### src/hw/rtl/pllc_ram.sv
`timescale 1ns / 1ps
// ----------------------------------------------------------------------------
// pllc_ram
// Generic single-write, single-read RAM with a registered read.
// ----------------------------------------------------------------------------
module pllc_ram #(
	parameter int WIDTH = 8,
	parameter int DEPTH = 16
) (
	input  logic                     clk,
	input  logic                     we,
	input  logic [$clog2(DEPTH)-1:0] waddr,
	input  logic [WIDTH-1:0]         wdata,
	input  logic [$clog2(DEPTH)-1:0] raddr,
	output logic [WIDTH-1:0]         rdata
);

	logic [WIDTH-1:0] mem [DEPTH];

	// Write port and registered read port.
	always_ff @(posedge clk) begin
		if (we) begin
			mem[waddr] <= wdata;
		end
		rdata <= mem[raddr];
	end

endmodule

### config.mk
export PLATFORM = sky130hd
export DESIGN_NAME = pllc_ram
export DESIGN_NICKNAME = d
export VERILOG_FILES = /design/src/hw/rtl/pllc_ram.sv
export SDC_FILE = /design/constraint.sdc
export NUM_CORES = 1
export LEC_CHECK = 0
export ABC_AREA = 1
export BUFFER_PORTS_ARGS = -buffer_cell sky130_fd_sc_hd__buf_2
export CAP_MARGIN = 20
export CORE_ASPECT_RATIO = 1.75
export CORE_MARGIN = 2
export CORE_UTILIZATION = 55
export DETAILED_ROUTE_END_ITERATION = 10
export GPL_ROUTABILITY_DRIVEN = 1
export PLACE_DENSITY = 0.81
export SYNTH_ARGS = -nofsm -noshare
export SYNTH_HDL_FRONTEND = slang
export SYNTH_SLANG_ARGS = --single-unit
### constraint.sdc
create_clock -name clk -period 1.65 [get_ports clk]
set_input_delay 0.33 -clock clk [delete_from_list [all_inputs] [get_ports clk]]
set_output_delay 0.33 -clock clk [all_outputs]
set_load 0.01 [all_outputs]
After elaboration in Yosys (flattened, before gate mapping):

Memories as Yosys holds them, arrays and structs flattened. A register that Yosys moved wholly into a read port is not among the register bits.
Index checks and enable logic that the tools add are counted.

* bits of input ports: 18
* output and inout bits: 8
* register bits after elaboration: 0
* memory bits (writable): 128
* word-level logic and storage cells: 3
* memories: 1

Memory list
* mem: words 16, bits a word 8, read ports 1, clocked after memory_dff 1, wr ports 1, line 18 `logic [WIDTH-1:0] mem [DEPTH];`

* multiplexer cells: 2

Operators with widths (count)
* $mux W1: 2

Depth between registers and ports, before layout:

Gate-level depths: netlist (run 1).

* word-level depth: 2
* depth in mapped cells: 8
* depth with buffers taken out: 7

Worst setup path after synthesis (run 1):

No wires, ideal clock.

* kind: input -> register
* from: input port waddr[2]
* to: memory mem[10][0] (enable)
* path slack: 369 ps
* library setup time: 370 ps
* data required time: 1280 ps
* arrival: 911 ps
* cell stages on the path: 2
* buffers on the path: 0
* cells stage by stage: nand3b_1 > nor2_1

RTL lines
* from (decl): line 12 `input logic [$clog2(DEPTH)-1:0] waddr,`
* to (decl): line 18

No word-level cell before the write port.

Worst setup path after layout (run 1):

* from: register rdata[7] (read register of mem)
* to: output port rdata[7]

RTL lines
* from (decl): line 15 `output logic [WIDTH-1:0] rdata`

No word-level cell between the ends.

==> metrics.txt, run 1 <==
status finished clean; final setup fails 0; Post-CTS Setup Bufs 0; Clock Skew 0.00639 ns; pin count of the biggest net entering global routing 65; Starting Density 56.3%; Pre-Repair DR Iteration Count 5; Netlist cell types 12; Total Power 8.26 mW; # resized after CTS 0; syn_area_per_cell 10.5 um^2; hpwl dp 8.29 mm; DRC viols 0; Nets 609; layout cells sized above 1 12.7%; mapped cell area 5770 um^2; final non-filler cell area 6670 um^2; antenna viol nets, final 0; Final Wtd Congestion 0.844; synthesis-stage register bit count 136; Slew headroom 61.3%; Ys Warns 0; port buffer count 25; Req. time, crit path 1.32 ns; Mapped Nets 569; Post-Place Cell Area 6060 um^2; period utilisation layout 75.6%; Max Freq 0.802 GHz; RSZ-0062 raised after global routing no; CP Buf/Inv Count 1; total CTS buffers 17; Max Slew Vio Count 0; num rows 49; vias per cell 5.44; crit-path leading delay family flip-flops; Worst-Margin Slew 0.580 ns; worst-path cell chain buf_2; Clock Pin Slew Worst Setup and Hold Paths 0.06 ns; Final Hold Vio Count 0; DR iter-0 viols 345; Sink Count 136; Pwr Density 1240 nW/um^2; mean routed wirelength per cell 18.2 um; leakage 2.92 nW; CTS Buffer Depth 2; CTS Hold Bufs 0; DIE HEIGHT 139 um; Total GRT Usage 26.2%; CTS tree done; maximum vdd drop 0.000836 V; # IOs 26; first-pass GRT wire length 20.9 mm; initial antenna violation count 0; Setup TNS 0 ns; routed wire length 13.3 mm; kind of critical path reg2out; HP Class in2reg; Die ar. 11400 um^2; Die X 81.4 um; CP max FO 1; routed vias 3974; post-synthesis instance total 551; CP max stage delay 0.35 ns; later-pin clock latency in the skew report 0.42 ns; ant diodes 0; Seq/Total Area, Yosys 69.4%; Startpoint Class flop; WP data arrival 0.92 ns; crit path time final 1.25 ns; Core Area 10200 um^2; H-tree depth 4; synth-to-layout area growth 15.6%; CTS root buffer clkbuf_16; global route overflow 0; vias in the first global route 4050; endpoint type of the worst setup path output pin; critical path's slowest cell dfxtp_1; Max Cap Viol 0
[cells in the mapped netlist]
| cell | number | area, um^2 |
|---|---|---|
| buf_1 | 1 | 3.75 |
| buf_2 | 13 | 65.1 |
| buf_4 | 4 | 30.0 |
| buf_6 | 6 | 67.6 |
| dfxtp_1 | 8 | 160 |
| edfxtp_1 | 128 | 3840 |
| inv_1 | 100 | 375 |
| inv_2 | 2 | 7.51 |
| nand2_1 | 173 | 649 |
| nand3_1 | 97 | 485 |
| nand3b_1 | 2 | 15.0 |
| nor2_1 | 17 | 63.8 |
[layout make-up]
| cell class | count | area (um^2) |
|---|---|---|
| Timing Repair Buffer | 45 | 300 |
| Tap cell | 127 | 159 |
| Inverter | 102 | 383 |
| Fill cell | 771 | 3570 |
| Sequential cell | 136 | 4000 |
| Multi-Input combinational cell | 289 | 1210 |
| Clock inverter | 15 | 184 |
| Clock buffer | 17 | 425 |
[logic make-up after synthesis]
group | count (synthesis) | synth area share [%]
buffers and inverters | 126 | 9.52
and+or+nand+nor | 289 | 21.0
DFF | 136 | 69.4
[placed cells by master (no fill, tap or decap), drive strengths merged]
master,n
dfxtp,8
inv,102
nand3b,2
buf,45
edfxtp,128
bufinv,4
clkinvlp,3
nand2,173
clkbuf,17
clkinv,8
nor2,17
nand3,97
[power breakdown]
part | internal, mW | switching [mW]
Sequential | 3.86 | 0.0287
Clock | 2.50 | 1.38
Combinational | 0.139 | 0.343
[registers in the layout, indices dropped and copies added (netlist names)]
signal / flops
mem: 128
rdata: 8
[path summary, 6_finish.rpt]
path | start | end | slack, ns | depth (start not counted)
worst max register to register | mem[4][1] | rdata[1] | 0.58 | 6
worst max-delay path | rdata[7] | rdata[7] | 0.40 | 1
worst min register to register | mem[2][4] | rdata[4] | 0.66 | 6
worst min-delay path | raddr[3] | rdata[5] | 0.28 | 3
[through the flow]
| step | setup slack (ns) | hold slack [ns] | instances | util (%) |
|---|---|---|---|---|
| 3_3_place_gp | 0.224 | 0.653 | 699 | 59.2 |
| 3_5_place_dp | 0.197 | 0.649 | 699 | 59.2 |
| 4_1_cts | 0.395 | 0.262 | 731 | 65.1 |
| 2_1_floorplan | 0.369 | 0.429 | 551 | - |
| 6_report | 0.403 | 0.281 | 731 | 65.1 |
| 5_1_grt | 0.371 | 0.266 | 731 | 65.1 |
[layer usage]
layer / global-route usage (%) / vias up / part of all wire [%]
met5: 0 / - / 0
met4: 17.0 / 0 / 6.4
met3: 6.16 / 57 / 5.2
met2: 44.1 / 161 / 54
met1: 28.4 / 1901 / 35
li1: - / 1855 / -
No activity file was read; power rests on OpenSTA's default activity.
==> run 2: changes to the inputs <==
PLACE_DENSITY = 0.84   (was 0.81)
clock period = 1.1 ns   (was 1.65 ns; I/O delays follow)
==> metrics.txt, run 2 (synthesis results as in run 1) <==
status finished clean; max reg flops 128 (unchanged); layout cells sized above 1 15.4% (+2.7 points); routed vias 3987 (+0.33%); HP Class in2reg; num rows 49 (unchanged); Sink Count 136 (unchanged); Clock Skew 0.00530 ns (-0.00109 ns); Slew headroom 74.5% (+13 points); Sw Share 21.5% (+0.23 points); Die X 81.4 um (unchanged); later-pin clock latency in the skew report 0.42 ns (about the same); DIE HEIGHT 139 um (unchanged); Starting Density 56.3% (unchanged); vias in the first global route 4135 (+2.1%); Pre-Repair DR Iteration Count 6 (+1); first-pass GRT wire length 20.6 mm (-1.7%); period utilisation layout 99.6%; Biggest register mem; Max Slew Vio Count 0 (unchanged); CP Buf/Inv Count 1 (unchanged); total CTS buffers 17 (unchanged); Nets 615 (+0.99%); Max Freq 0.913 GHz; DR iter-0 viols 398 (+15%); worst-path cell chain buf_6; CP max stage delay 0.35 ns (about the same); NetSw 2.58 mW (+47%); CTS tree done; Final Hold Vio Count 0 (unchanged); RSZ-0062 raised after global routing yes; ant diodes 0 (unchanged); Clock Pin Slew Worst Setup and Hold Paths 0.05 ns (about the same); fillcell total 719 (-6.7%); CTS Hold Bufs 0 (unchanged); critical path's slowest cell dfxtp_2; CTS Buffer Depth 2 (unchanged); commonest cells after routing, fill and taps aside nand2_1, edfxtp_1, inv_1, nand3_1, buf_2; Die ar. 11400 um^2 (unchanged); Req. time, crit path 0.88 ns (-0.44 ns); most common cell after layout, fill and taps aside nand2_1; endpoint type of the worst setup path output pin; kind of critical path reg2out; crit-path leading delay family flip-flops; Worst-Margin Slew 0.383 ns (-0.197 ns); initial antenna violation count 0 (unchanged); maximum vdd drop 0.00144 V (+72%); Total GRT Usage 25.6% (-0.58 points); Final Wtd Congestion 0.906 (+7.4%); WP data arrival 0.88 ns (-0.04 ns); # resized after CTS 8 (+8); cell-internal power 9.44 mW (+45%); combinational share of power 6.7% (+0.9 points); mean routed wirelength per cell 17.9 um (-1.7%); hpwl dp 8.73 mm (+5.4%); post-place setup slack -0.175 ns (-0.371 ns); DRC viols 0 (unchanged); routed wire length 13.2 mm (-0.91%); port buffer count 25 (unchanged); Startpoint Class flop; pin count of the biggest net entering global routing 49 (-25%); H-tree depth 4 (unchanged); Max Cap Viol 0 (unchanged); Setup TNS 0 ns (unchanged); vias per cell 5.41 (-0.49%); worst setup margin 0.00458 ns (-0.398 ns); Core Area 10200 um^2 (unchanged); Pwr Density 1760 nW/um^2 (+42%); Total Power 12.0 mW (+46%); global route overflow 0 (unchanged); clock share of power 44.7% (-2.3 points); CTS root buffer clkbuf_16; # IOs 26 (unchanged); Post-CTS Setup Bufs 0 (unchanged); leakage 2.97 nW (+1.5%); final setup fails 0 (unchanged); antenna viol nets, final 0 (unchanged); crit path time final 1.10 ns; Largest regs mem: 128 flops, rdata: 8 flops; synth-to-layout area growth 18.4%; Flop pwr share 48.6% (+1.5 points); CP max FO 1 (unchanged)
-- run 2: cell types whose count changed in the layout (fill, tap and decap cells not counted), sizes merged --
| cell | before | now |
|---|---|---|
| clkbuf | 17 | 19 |
| clkinvlp | 3 | 5 |
| bufinv | 4 | 2 |
| clkinv | 8 | 6 |
| buf | 45 | 51 |
-- run 2: metal layers --
layer	wire length [um]	up-vias	global-route usage, %
met2	7020	187	43.6
met4	745	0	16.9
met5	0	-	0
li1	-	1874	-
met1	4590	1869	27.4
met3	833	57	5.77
-- run 2: worst paths after layout --
kind	start	cells past startpoint	endpoint	slack, ns
worst max-delay path	rdata[2]	1	rdata[2]	0.005
worst min-delay path	raddr[3]	3	rdata[6]	0.13
worst max register to register	mem[7][1]	6	rdata[1]	0.03
worst min register to register	mem[10][7]	6	rdata[7]	0.68
-- run 2: tightest hold or removal path, stage by stage --
cell	delay, ns
buf_2	0.15
nand3_1	0.09
nand2_1	0.05
-- run 2: layout make-up --
type,count,area (um^2),share of cell area (%)
multi-input combinational,289,1230,18.0
timing repair buffer,51,477,6.98
tap,127,159,2.33
clock inverter,13,130,1.91
clock buffer,19,443,6.49
sequential,136,4010,58.7
inverter,102,383,5.61
-- run 2: power groups by stage --
stage	registers, mW	logic (mW)	clock network, mW
after floorplan	5.95	0.412	0
after global placement	5.94	0.734	0
after detailed placement	5.94	0.772	0
after CTS	5.84	0.798	5.43
after global routing	5.85	0.878	5.63
final	5.84	0.803	5.38
-- run 2: per-stage QoR --
step	hold slack, ns	cells	util [%]	area, um^2
CTS	0.112	737	66.6	6820
global placement	0.552	705	60.7	6220
global route	0.138	737	66.7	6830
floorplan	0.319	551	-	5780
finish	0.126	737	66.7	6830
detailed placement	0.558	705	60.7	6220
